### config.mk
export PLATFORM = sky130hd
export DESIGN_NAME = disk_block_extractor_crc16_unit_flat
export DESIGN_NICKNAME = d
export VERILOG_FILES = /design/src/dbx_pkg.sv /design/src/dbx_req_if.sv /design/src/dbx_rsp_if.sv /design/src/dbx_csr_if.sv /design/src/dbx_parse.sv /design/src/dbx_serial.sv /design/src/disk_block_extractor_crc16_unit.sv /design/src/flat_wrapper.sv
export SDC_FILE = /design/constraint.sdc
export NUM_CORES = 1
export LEC_CHECK = 0
export BUFFER_PORTS_ARGS = -buffer_cell sky130_fd_sc_hd__buf_2
export CAP_MARGIN = 15
export CORE_UTILIZATION = 65
export CTS_CLUSTER_DIAMETER = 120
export DETAILED_ROUTE_END_ITERATION = 16
export GPL_TIMING_DRIVEN = 0
export PLACE_DENSITY_LB_ADDON = 0.08
export SYNTH_ARGS = -nofsm -noshare
export SYNTH_HDL_FRONTEND = slang
export SYNTH_SLANG_ARGS = --single-unit
export TNS_END_PERCENT = 10
### constraint.sdc
create_clock -name clock -period 28.8 [get_ports clock]
set_clock_uncertainty 0.15 [all_clocks]
set_input_delay 2.88 -clock clock [delete_from_list [all_inputs] [get_ports clock]]
set_output_delay 2.88 -clock clock [all_outputs]
set_load 0.01 [all_outputs]
### src/dbx_pkg.sv
// Shared types, codes and CRC functions for the disk block extractor.
package dbx_pkg;

   localparam int unsigned WORD_W  = 16;
   localparam int unsigned BYTE_W  = 8;
   localparam int unsigned COUNT_W = 17;
   localparam int unsigned KIND_W  = 2;
   localparam int unsigned INDEX_W = 3;
   localparam int unsigned SLOTS   = 4;

   localparam logic [KIND_W-1:0] KIND_DATA = 2'd0;
   localparam logic [KIND_W-1:0] KIND_CRC  = 2'd1;
   localparam logic [KIND_W-1:0] KIND_END  = 2'd2;

   localparam logic [INDEX_W-1:0] REG_QUICK_DISK = 3'd0;
   localparam logic [INDEX_W-1:0] REG_GAP        = 3'd1;
   localparam logic [INDEX_W-1:0] REG_MARK       = 3'd2;
   localparam logic [INDEX_W-1:0] REG_CRC_FIRST  = 3'd3;
   localparam logic [INDEX_W-1:0] REG_CRC_SECOND = 3'd4;

   localparam logic [WORD_W-1:0] GAP_RESET        = 16'd256;
   localparam logic [WORD_W-1:0] MARK_RESET       = 16'd384;
   localparam logic [WORD_W-1:0] CRC_FIRST_RESET  = 16'd333;
   localparam logic [WORD_W-1:0] CRC_SECOND_RESET = 16'd339;

   localparam logic [15:0] CRC_POLY = 16'h8408;
   localparam logic [15:0] CRC_INIT = 16'h8000;

   localparam logic [COUNT_W-1:0] LEN_TYPE1 = 17'd56;
   localparam logic [COUNT_W-1:0] LEN_TYPE2 = 17'd2;
   localparam logic [COUNT_W-1:0] LEN_TYPE3 = 17'd16;

   localparam logic [2:0] TYPE_HEADER = 3'd3;
   localparam logic [4:0] IDX_LEN_LO  = 5'd13;
   localparam logic [4:0] IDX_LEN_HI  = 5'd14;
   localparam logic [4:0] IDX_MAX     = 5'd31;

   localparam int unsigned SLOT_DATA   = 0;
   localparam int unsigned SLOT_CRC_LO = 1;
   localparam int unsigned SLOT_CRC_HI = 2;
   localparam int unsigned SLOT_END    = 3;

   typedef enum logic [2:0] {
      PH_EXPECT  = 3'b001,
      PH_BLOCK   = 3'b010,
      PH_STOPPED = 3'b100
   } phase_type;

   typedef struct packed {
      logic              quick_disk_mode;
      logic [WORD_W-1:0] gap_code;
      logic [WORD_W-1:0] mark_code;
      logic [WORD_W-1:0] crc_first_code;
      logic [WORD_W-1:0] crc_second_code;
   } cfg_type;

   typedef struct packed {
      logic [SLOTS-1:0]   mask;
      logic [BYTE_W-1:0]  data_byte;
      logic [15:0]        crc_raw;
      logic [COUNT_W-1:0] cnt_data;
      logic [COUNT_W-1:0] cnt_crc_lo;
      logic [COUNT_W-1:0] cnt_crc_hi;
   } bundle_type;

   function automatic logic [15:0] crc_byte(input logic [15:0] sum_in,
                                            input logic [7:0] data);
      logic [15:0] sum;
      logic        carry;
      sum = sum_in;
      for (int k = 0; k < 8; k++) begin
         carry = sum[0];
         sum = {data[k], sum[15:1]};
         if (carry) begin
            sum = sum ^ CRC_POLY;
         end
      end
      return sum;
   endfunction

   function automatic logic [15:0] crc_finish(input logic [15:0] sum_in);
      return crc_byte(crc_byte(sum_in, 8'h00), 8'h00);
   endfunction

endpackage

### src/dbx_req_if.sv
// Input channel: one image word per item.
interface dbx_req_if;
   import dbx_pkg::*;
   logic              valid;
   logic              ready;
   logic [WORD_W-1:0] image_word;
   logic              side_end;
   modport source (output valid, output image_word, output side_end, input ready);
   modport sink   (input valid, input image_word, input side_end, output ready);
endinterface

### src/dbx_rsp_if.sv
// Result channel: one extracted byte or end record per item.
interface dbx_rsp_if;
   import dbx_pkg::*;
   logic               valid;
   logic               ready;
   logic [BYTE_W-1:0]  out_byte;
   logic [KIND_W-1:0]  byte_kind;
   logic [COUNT_W-1:0] bytes_emitted;
   logic               run_last;
   modport source (output valid, output out_byte, output byte_kind,
                   output bytes_emitted, output run_last, input ready);
   modport sink   (input valid, input out_byte, input byte_kind,
                   input bytes_emitted, input run_last, output ready);
endinterface

### src/dbx_csr_if.sv
// Configuration write channel.
interface dbx_csr_if;
   import dbx_pkg::*;
   logic               valid;
   logic               ready;
   logic [INDEX_W-1:0] index;
   logic [WORD_W-1:0]  data;
   modport source (output valid, output index, output data, input ready);
   modport sink   (input valid, input index, input data, output ready);
endinterface

### src/dbx_parse.sv
// Block parser: holds the side state and builds the result bundle of each word.
module dbx_parse
   import dbx_pkg::*;
#(
   parameter logic [COUNT_W-1:0] SIDE_LIMIT = 17'd65536
) (
   input  logic              clock,
   input  logic              reset,
   input  logic              accept,
   input  logic [WORD_W-1:0] image_word,
   input  logic              side_end,
   input  cfg_type           cfg,
   output bundle_type        bundle,
   output logic              bundle_load
);

   phase_type          phase_ff, phase_in;
   logic [COUNT_W-1:0] left_ff, left_in;
   logic [4:0]         index_ff, index_in;
   logic [2:0]         btype_ff, btype_in;
   logic [15:0]        flen_ff, flen_in;
   logic [15:0]        crc_ff, crc_in;
   logic [COUNT_W-1:0] count_ff, count_in;

   logic               is_type, starts, skip, in_block, done;
   logic [COUNT_W-1:0] left_eff, left_dec, c1, c2, c3;
   logic [4:0]         index_eff;
   logic [2:0]         btype_eff;
   logic [15:0]        crc_eff, crc_new;
   logic [7:0]         data;
   logic [SLOTS-1:0]   mask;

   always_comb begin
      data     = image_word[7:0];
      is_type  = (image_word >= 16'd1) && (image_word <= 16'd4);
      starts   = (phase_ff == PH_EXPECT) && is_type;
      skip     = (image_word == cfg.gap_code) || (image_word == cfg.mark_code) ||
                 (image_word == cfg.crc_first_code) ||
                 (image_word == cfg.crc_second_code);
      in_block = (phase_ff == PH_BLOCK) || starts;

      left_eff  = left_ff;
      btype_eff = btype_ff;
      index_eff = index_ff;
      crc_eff   = crc_ff;
      if (starts) begin
         unique case (image_word[2:0])
            3'd1:    left_eff = LEN_TYPE1;
            3'd2:    left_eff = LEN_TYPE2;
            3'd3:    left_eff = LEN_TYPE3;
            default: left_eff = {1'b0, flen_ff} + 17'd1;
         endcase
         btype_eff = image_word[2:0];
         index_eff = '0;
         crc_eff   = CRC_INIT;
      end

      crc_new  = crc_byte(crc_eff, data);
      left_dec = (left_eff != '0) ? left_eff - 17'd1 : '0;
      done     = in_block && (left_dec == '0);

      mask[SLOT_DATA]   = in_block && (count_ff < SIDE_LIMIT);
      c1                = count_ff + {16'd0, mask[SLOT_DATA]};
      mask[SLOT_CRC_LO] = done && cfg.quick_disk_mode && (c1 < SIDE_LIMIT);
      c2                = c1 + {16'd0, mask[SLOT_CRC_LO]};
      mask[SLOT_CRC_HI] = done && cfg.quick_disk_mode && (c2 < SIDE_LIMIT);
      c3                = c2 + {16'd0, mask[SLOT_CRC_HI]};
      mask[SLOT_END]    = side_end;

      bundle.mask       = mask;
      bundle.data_byte  = data;
      bundle.crc_raw    = crc_new;
      bundle.cnt_data   = c1;
      bundle.cnt_crc_lo = c2;
      bundle.cnt_crc_hi = c3;
      bundle_load       = accept && (mask != '0);

      // advance the side state
      phase_in = phase_ff;
      left_in  = left_ff;
      index_in = index_ff;
      btype_in = btype_ff;
      flen_in  = flen_ff;
      crc_in   = crc_ff;
      count_in = count_ff;
      if (in_block) begin
         if (btype_eff == TYPE_HEADER && index_eff == IDX_LEN_LO) begin
            flen_in = {flen_ff[15:8], data};
         end else if (btype_eff == TYPE_HEADER && index_eff == IDX_LEN_HI) begin
            flen_in = {data, flen_ff[7:0]};
         end
         index_in = (index_eff < IDX_MAX) ? index_eff + 5'd1 : index_eff;
         left_in  = left_dec;
         btype_in = btype_eff;
         crc_in   = crc_new;
         count_in = c3;
         phase_in = done ? PH_EXPECT : PH_BLOCK;
      end else if (phase_ff == PH_EXPECT && !skip) begin
         phase_in = PH_STOPPED;
      end
      if (side_end) begin
         phase_in = PH_EXPECT;
         left_in  = '0;
         index_in = '0;
         btype_in = '0;
         crc_in   = CRC_INIT;
         count_in = '0;
      end
   end

   always_ff @(posedge clock) begin
      if (reset) begin
         phase_ff <= PH_EXPECT;
         left_ff  <= '0;
         index_ff <= '0;
         btype_ff <= '0;
         flen_ff  <= '0;
         crc_ff   <= CRC_INIT;
         count_ff <= '0;
      end else if (accept) begin
         phase_ff <= phase_in;
         left_ff  <= left_in;
         index_ff <= index_in;
         btype_ff <= btype_in;
         flen_ff  <= flen_in;
         crc_ff   <= crc_in;
         count_ff <= count_in;
      end
   end

endmodule

### src/dbx_serial.sv
// Result serialiser: bundle register feeding a one-word output register.
module dbx_serial
   import dbx_pkg::*;
(
   input  logic               clock,
   input  logic               reset,
   input  bundle_type         bundle,
   input  logic               bundle_load,
   output logic               can_load,
   output logic               out_valid,
   input  logic               out_ready,
   output logic [BYTE_W-1:0]  out_byte,
   output logic [KIND_W-1:0]  out_kind,
   output logic [COUNT_W-1:0] out_count,
   output logic               out_last
);

   bundle_type         hold_ff;
   logic [SLOTS-1:0]   mask_ff, mask_in, sel, rest;
   logic               valid_ff, valid_in, move;
   logic [BYTE_W-1:0]  byte_ff, byte_in;
   logic [KIND_W-1:0]  kind_ff, kind_in;
   logic [COUNT_W-1:0] count_ff, count_in;
   logic               last_ff, last_in;
   logic [15:0]        crc_fin;

   always_comb begin
      sel      = mask_ff & (~mask_ff + 4'd1);
      rest     = mask_ff & ~sel;
      move     = (mask_ff != '0) && (!valid_ff || out_ready);
      can_load = (mask_ff == '0) || (move && rest == '0);
      crc_fin  = crc_finish(hold_ff.crc_raw);

      byte_in  = byte_ff;
      kind_in  = kind_ff;
      count_in = count_ff;
      last_in  = last_ff;
      priority if (sel[SLOT_DATA]) begin
         byte_in  = hold_ff.data_byte;
         kind_in  = KIND_DATA;
         count_in = hold_ff.cnt_data;
      end else if (sel[SLOT_CRC_LO]) begin
         byte_in  = crc_fin[7:0];
         kind_in  = KIND_CRC;
         count_in = hold_ff.cnt_crc_lo;
      end else if (sel[SLOT_CRC_HI]) begin
         byte_in  = crc_fin[15:8];
         kind_in  = KIND_CRC;
         count_in = hold_ff.cnt_crc_hi;
      end else begin
         byte_in  = '0;
         kind_in  = KIND_END;
         count_in = hold_ff.cnt_crc_hi;
      end
      last_in = (rest == '0);

      valid_in = valid_ff;
      if (move) begin
         valid_in = 1'b1;
      end else if (out_ready) begin
         valid_in = 1'b0;
      end

      mask_in = mask_ff;
      if (bundle_load) begin
         mask_in = bundle.mask;
      end else if (move) begin
         mask_in = rest;
      end
   end

   always_ff @(posedge clock) begin
      if (reset) begin
         mask_ff  <= '0;
         valid_ff <= 1'b0;
      end else begin
         mask_ff  <= mask_in;
         valid_ff <= valid_in;
      end
   end

   always_ff @(posedge clock) begin
      if (bundle_load) begin
         hold_ff <= bundle;
      end
      if (move) begin
         byte_ff  <= byte_in;
         kind_ff  <= kind_in;
         count_ff <= count_in;
         last_ff  <= last_in;
      end
   end

   assign out_valid = valid_ff;
   assign out_byte  = byte_ff;
   assign out_kind  = kind_ff;
   assign out_count = count_ff;
   assign out_last  = last_ff;

endmodule

### src/disk_block_extractor_crc16_unit.sv
// Disk block extractor with per-block CRC-16: configuration registers and top level.
// Path: an accepted word's results pass the bundle register, then the output register.
// Throughput: one word per cycle while the output is not stalled and each word yields
// at most one result; with more, the single output register holds the input back.
// Reset: synchronous; clears parser state, pending results and the configuration
// registers to their defaults.
module disk_block_extractor_crc16_unit
   import dbx_pkg::*;
#(
   parameter int unsigned MAX_SIDE_BYTES = 65536
) (
   input logic         clock,
   input logic         reset,
   dbx_req_if.sink     req_ch,
   dbx_rsp_if.source   rsp_ch,
   dbx_csr_if.sink     csr_ch
);

   localparam logic [COUNT_W-1:0] SIDE_LIMIT =
      (MAX_SIDE_BYTES > 131071) ? 17'd131071 : COUNT_W'(MAX_SIDE_BYTES);

   cfg_type    cfg_ff;
   bundle_type bundle;
   logic       bundle_load, can_load, accept, csr_write;

   assign csr_ch.ready = 1'b1;
   assign csr_write    = csr_ch.valid && csr_ch.ready;

   always_ff @(posedge clock) begin
      if (reset) begin
         cfg_ff.quick_disk_mode <= 1'b0;
         cfg_ff.gap_code        <= GAP_RESET;
         cfg_ff.mark_code       <= MARK_RESET;
         cfg_ff.crc_first_code  <= CRC_FIRST_RESET;
         cfg_ff.crc_second_code <= CRC_SECOND_RESET;
      end else if (csr_write) begin
         unique case (csr_ch.index)
            REG_QUICK_DISK: cfg_ff.quick_disk_mode <= csr_ch.data[0];
            REG_GAP:        cfg_ff.gap_code        <= csr_ch.data;
            REG_MARK:       cfg_ff.mark_code       <= csr_ch.data;
            REG_CRC_FIRST:  cfg_ff.crc_first_code  <= csr_ch.data;
            REG_CRC_SECOND: cfg_ff.crc_second_code <= csr_ch.data;
            default: ;
         endcase
      end
   end

   assign req_ch.ready = can_load;
   assign accept       = req_ch.valid && can_load;

   dbx_parse #(
      .SIDE_LIMIT(SIDE_LIMIT)
   ) u_parse (
      .clock      (clock),
      .reset      (reset),
      .accept     (accept),
      .image_word (req_ch.image_word),
      .side_end   (req_ch.side_end),
      .cfg        (cfg_ff),
      .bundle     (bundle),
      .bundle_load(bundle_load)
   );

   dbx_serial u_serial (
      .clock      (clock),
      .reset      (reset),
      .bundle     (bundle),
      .bundle_load(bundle_load),
      .can_load   (can_load),
      .out_valid  (rsp_ch.valid),
      .out_ready  (rsp_ch.ready),
      .out_byte   (rsp_ch.out_byte),
      .out_kind   (rsp_ch.byte_kind),
      .out_count  (rsp_ch.bytes_emitted),
      .out_last   (rsp_ch.run_last)
   );

   a_end_is_last: assert property (@(posedge clock) disable iff (reset)
      rsp_ch.valid && rsp_ch.byte_kind == KIND_END |-> rsp_ch.run_last)
      else $error("end word not marked last");

   a_end_byte_zero: assert property (@(posedge clock) disable iff (reset)
      rsp_ch.valid && rsp_ch.byte_kind == KIND_END |-> rsp_ch.out_byte == '0)
      else $error("end word carries a byte");

   a_count_range: assert property (@(posedge clock) disable iff (reset)
      rsp_ch.valid && rsp_ch.byte_kind != KIND_END |->
         rsp_ch.bytes_emitted != '0 && rsp_ch.bytes_emitted <= SIDE_LIMIT)
      else $error("byte count out of range");

   a_no_accept_full: assert property (@(posedge clock) disable iff (reset)
      rsp_ch.valid && !rsp_ch.ready && !rsp_ch.run_last |-> !req_ch.ready)
      else $error("input taken while results of a word are pending");

endmodule
### src/flat_wrapper.sv
// flat-port wrapper written by rule: the top's interface ports become plain ports
module disk_block_extractor_crc16_unit_flat import dbx_pkg::*;
#(
   parameter int unsigned MAX_SIDE_BYTES = 65536
)
  (clock, reset, req_ch_valid, req_ch_image_word, req_ch_side_end, req_ch_ready, rsp_ch_valid, rsp_ch_out_byte, rsp_ch_byte_kind, rsp_ch_bytes_emitted, rsp_ch_run_last, rsp_ch_ready, csr_ch_valid, csr_ch_index, csr_ch_data, csr_ch_ready);
  dbx_req_if req_ch_i ();
  dbx_rsp_if rsp_ch_i ();
  dbx_csr_if csr_ch_i ();
  input logic clock;
  input logic reset;
  input wire logic [$bits(req_ch_i.valid)-1:0] req_ch_valid;
  input wire logic [$bits(req_ch_i.image_word)-1:0] req_ch_image_word;
  input wire logic [$bits(req_ch_i.side_end)-1:0] req_ch_side_end;
  output wire logic [$bits(req_ch_i.ready)-1:0] req_ch_ready;
  output wire logic [$bits(rsp_ch_i.valid)-1:0] rsp_ch_valid;
  output wire logic [$bits(rsp_ch_i.out_byte)-1:0] rsp_ch_out_byte;
  output wire logic [$bits(rsp_ch_i.byte_kind)-1:0] rsp_ch_byte_kind;
  output wire logic [$bits(rsp_ch_i.bytes_emitted)-1:0] rsp_ch_bytes_emitted;
  output wire logic [$bits(rsp_ch_i.run_last)-1:0] rsp_ch_run_last;
  input wire logic [$bits(rsp_ch_i.ready)-1:0] rsp_ch_ready;
  input wire logic [$bits(csr_ch_i.valid)-1:0] csr_ch_valid;
  input wire logic [$bits(csr_ch_i.index)-1:0] csr_ch_index;
  input wire logic [$bits(csr_ch_i.data)-1:0] csr_ch_data;
  output wire logic [$bits(csr_ch_i.ready)-1:0] csr_ch_ready;
  assign req_ch_i.valid = req_ch_valid;
  assign req_ch_i.image_word = req_ch_image_word;
  assign req_ch_i.side_end = req_ch_side_end;
  assign req_ch_ready = req_ch_i.ready;
  assign rsp_ch_valid = rsp_ch_i.valid;
  assign rsp_ch_out_byte = rsp_ch_i.out_byte;
  assign rsp_ch_byte_kind = rsp_ch_i.byte_kind;
  assign rsp_ch_bytes_emitted = rsp_ch_i.bytes_emitted;
  assign rsp_ch_run_last = rsp_ch_i.run_last;
  assign rsp_ch_i.ready = rsp_ch_ready;
  assign csr_ch_i.valid = csr_ch_valid;
  assign csr_ch_i.index = csr_ch_index;
  assign csr_ch_i.data = csr_ch_data;
  assign csr_ch_ready = csr_ch_i.ready;
  disk_block_extractor_crc16_unit #(.MAX_SIDE_BYTES(MAX_SIDE_BYTES)) u_core (.clock(clock), .reset(reset), .req_ch(req_ch_i), .rsp_ch(rsp_ch_i), .csr_ch(csr_ch_i));
endmodule
==> summary.txt <==
Switching Share: 23.69%
worst skew pair latency: 540 ps
crit share post-route: 39.57%
Pleak: 5.482 nW
Num CTS Buffers: 26
Tot GR Track Use: 33.63%
Post CTS Setup Buffer Count: 0
RePlAce Congestion: 0.9440
Crit path top cell by count: ha_1
relative slew slack: 24.83%
clock buffer depth: 3
Hold WC Path Type: reg2reg
Mapped Area: 0.01324 sq mm
initial DRC count: 968
layout cells sized above 1: 10.73%
Port Buffer Count: 60
die height: 144.7 microns
crit path max fanout: 10
total global routing overflow: 0
dpl cell area: 0.01393 sq mm
effective utilization at floorplan: 67.16%
design area: 0.01478 sq mm
initial antenna violation count: 0
Slew @ Worst Pin: 1119 ps
top_reg_cell synth: dfxtp_1
TritonCTS Sinks: 250
FP Rows: 51
startpoint types: input port
first-pass GRT wire length: 53.82 mm
cts hold-fix bufs: 0
Arr. time, crit path: 11,720 ps
Seq/Total Area, Yosys: 45.58%
Root Driver: clkbuf_16
drt total wl: 34.81 mm
Clk pin slew, worst setup/hold paths: 60 ps
clock network fraction of total power: 42.6%
syn_area_per_cell: 9.221 sq um
Critical path buffers and inverters: 4
Horiz. Die Dim: 144.7 microns
delay-heaviest family, CP: simple AND/OR/NAND/NOR gates
CP max-delay cell: nor4_1
Worst IR Drop VDD: 0.04880 mV
register bit total from synthesis: 250
Gate Count Post-Synth: 1,436
Antenna diodes: 0
Switch Pwr: 181.2 uW
Post-synth EDFFs: 103
# IOs: 72
die area: 0.02095 sq mm
Setup-failing EPs final: 0
combinational fraction of design power: 7.7%
Resized cells post-CTS: 0
Tot Pwr: 765.0 uW
Pint: 583.8 uW
syn_nets: 1,489
DP Wirelength: 25.11 mm
largest net degree at the start of global routing: 30
drt pass-1 iters: 6
max cap viols: 0
Worst Path Required: 29,130 ps
Vias/cell: 6.093
post-synth cell types: 85
final core occ: 74.95%
vias in the first global route: 10,160
post-route minimum period: 11,400 ps
Setup TNS Final: 0 ps
CTS tree: built
final-report max-slew violation count: 0
YS warnings: 0
RSZ-0062 raised after global routing: false
Final #Nets: 1,580
Fin. Hold Viols: 0
PD cells: 51.77 mW/mm^2
Final ANT Viol Nets: 0
via count: 11,040
Synth async-reset ratio: 0%
Reg power frac: 49.7%
Core ar.: 0.01972 sq mm
# H-tree levels: 1
status: finished clean
critical path type: in2reg
slowest stage delay, CP: 530 ps
residual DRC count: 0
Max Fclk: 87.75 MHz
CP endpoint kind: register
routed len/inst: 19.21 microns
area grow syn2layout: 11.60%
[tightest hold or removal path, stage by stage (launching register included)]
cell,delay [ps]
dfxtp_1,310
nand2_1,60
a21oi_1,50
[flip-flops by register name, indices dropped and copies added (netlist names), 4 cells and up]
signal                     cells
u_core.u_serial.mask_ff        4
u_core.u_parse.crc_ff         16
u_core.u_serial.out_count     17
u_core.u_parse.flen_ff        16
u_core.u_serial.hold_ff       75
u_core.u_serial.out_byte       8
u_core.u_parse.count_ff       17
u_core.u_parse.index_ff        5
u_core.u_parse.left_ff        17
u_core.cfg_ff                 65
[cells in the final DEF (no fill, tap or decap), drive strengths merged, types with 11 or more instances in the layout]
| master | netlist | layout |
|---|---|---|
| nand2 | 211 | 211 |
| dfxtp | 147 | 147 |
| xnor2 | 131 | 131 |
| nor2 | 122 | 122 |
| edfxtp | 103 | 103 |
| clkbuf | 68 | 102 |
| a21oi | 98 | 98 |
| buf | 27 | 90 |
| xor2 | 61 | 61 |
| a22oi | 48 | 48 |
| o21ai | 46 | 46 |
| nand3 | 42 | 42 |
| mux2i | 37 | 37 |
| inv | 32 | 32 |
| nand4 | 27 | 27 |
| nor3 | 27 | 27 |
| nor4 | 24 | 24 |
| and3 | 22 | 22 |
| ha | 12 | 12 |
| clkinv | 1 | 12 |
| a211oi | 11 | 11 |
[routing by layer]
| metal | part of all wire (%) | vias to the layer above | track usage (%) |
|---|---|---|---|
| li1 | - | 5231 | - |
| met1 | 42 | 5213 | 45.04 |
| met2 | 47 | 526 | 56.15 |
| met3 | 8.9 | 70 | 5.462 |
| met4 | 2.5 | 0 | 9.474 |
| met5 | 0 | - | 0 |
[synthesized netlist by cell type (3+ instances only)]
master / n / area share (%)
nor2_1: 121 / 3.4
o21ai_0: 45 / 1.7
o32ai_1: 3 / 0.20
o22ai_1: 3 / 0.14
nand3b_1: 4 / 0.23
ha_1: 12 / 1.1
nor2b_1: 4 / 0.19
nor4_2: 3 / 0.28
nor4_1: 20 / 0.94
buf_2: 13 / 0.49
and3_1: 22 / 1.0
o211ai_1: 5 / 0.28
or2_2: 6 / 0.28
nor3_2: 3 / 0.23
mux2i_1: 37 / 2.8
clkbuf_1: 66 / 1.9
a21oi_1: 96 / 3.6
xnor2_1: 131 / 8.7
edfxtp_1: 103 / 23
nand2b_1: 10 / 0.47
dfxtp_1: 147 / 22
a21o_1: 6 / 0.34
nand2_1: 210 / 6.0
buf_4: 7 / 0.40
and4_1: 5 / 0.33
a221oi_1: 7 / 0.46
inv_1: 32 / 0.91
nand3_1: 42 / 1.6
a31oi_1: 3 / 0.14
a21bo_2: 3 / 0.23
and2_1: 9 / 0.43
nor3b_1: 8 / 0.45
buf_1: 5 / 0.14
a211oi_1: 7 / 0.40
a22oi_1: 48 / 2.7
o21a_1: 7 / 0.40
or3_1: 10 / 0.47
nand4_1: 25 / 1.2
xor2_1: 61 / 4.0
nor3_1: 23 / 0.87
[kinds of logic after synthesis]
logic type / synth area share (%)
multiplexers: 3.080
AND/OR/NAND/NOR: 19.89
XOR/XNOR: 12.70
other: 0.02832
flip-flops: 45.58
buffers and inverters: 4.082
AO/OA/AOI/OAI: 13.43
adder cells (fa/ha/maj): 1.209
[power groups by stage]
stage	registers, mW	clock network [mW]	logic (mW)
2_1_floorplan	0.389	0	0.0351
3_5_place_dp	0.388	0	0.0567
4_1_cts	0.380	0.328	0.0571
6_report	0.380	0.326	0.0588
3_3_place_gp	0.388	0	0.0548
5_1_grt	0.381	0.344	0.0631
[final timing paths]
kind / end / start / cells after the start / slack, ps
worst max register to register: u_core.u_parse.count_ff[16] / u_core.u_parse.phase_ff[2] / 31 / 19970
worst min register to register: u_core.u_parse.btype_ff[1] / u_core.u_parse.btype_ff[1] / 2 / 310
worst min-delay path: u_core.u_parse.btype_ff[1] / u_core.u_parse.btype_ff[1] / 2 / 310
worst max-delay path: u_core.u_parse.count_ff[16] / req_ch_image_word[3] / 33 / 17400
[metrics by stage]
stage,hold WS (ps),std cells,worst slack (ps)
after global routing,321.1,1812,16880
after detailed placement,300.9,1763,17020
after global placement,293.6,1761,14380
final,311.8,1812,17400
after floorplan,281.9,1436,17250
after CTS,308.1,1811,17510
[area by class of cell]
cell class              count  area, sq um
plain buffers              95        416.7
clock buffers              34        690.7
clock inverters            14        131.4
fillers                  1464         4940
inverters                  33        123.9
multi-input cells        1058         6673
flip-flops and latches    250         6036
well taps                 265        331.6
repair buffers             63        375.4
No activity file was read; power rests on OpenSTA's default activity.
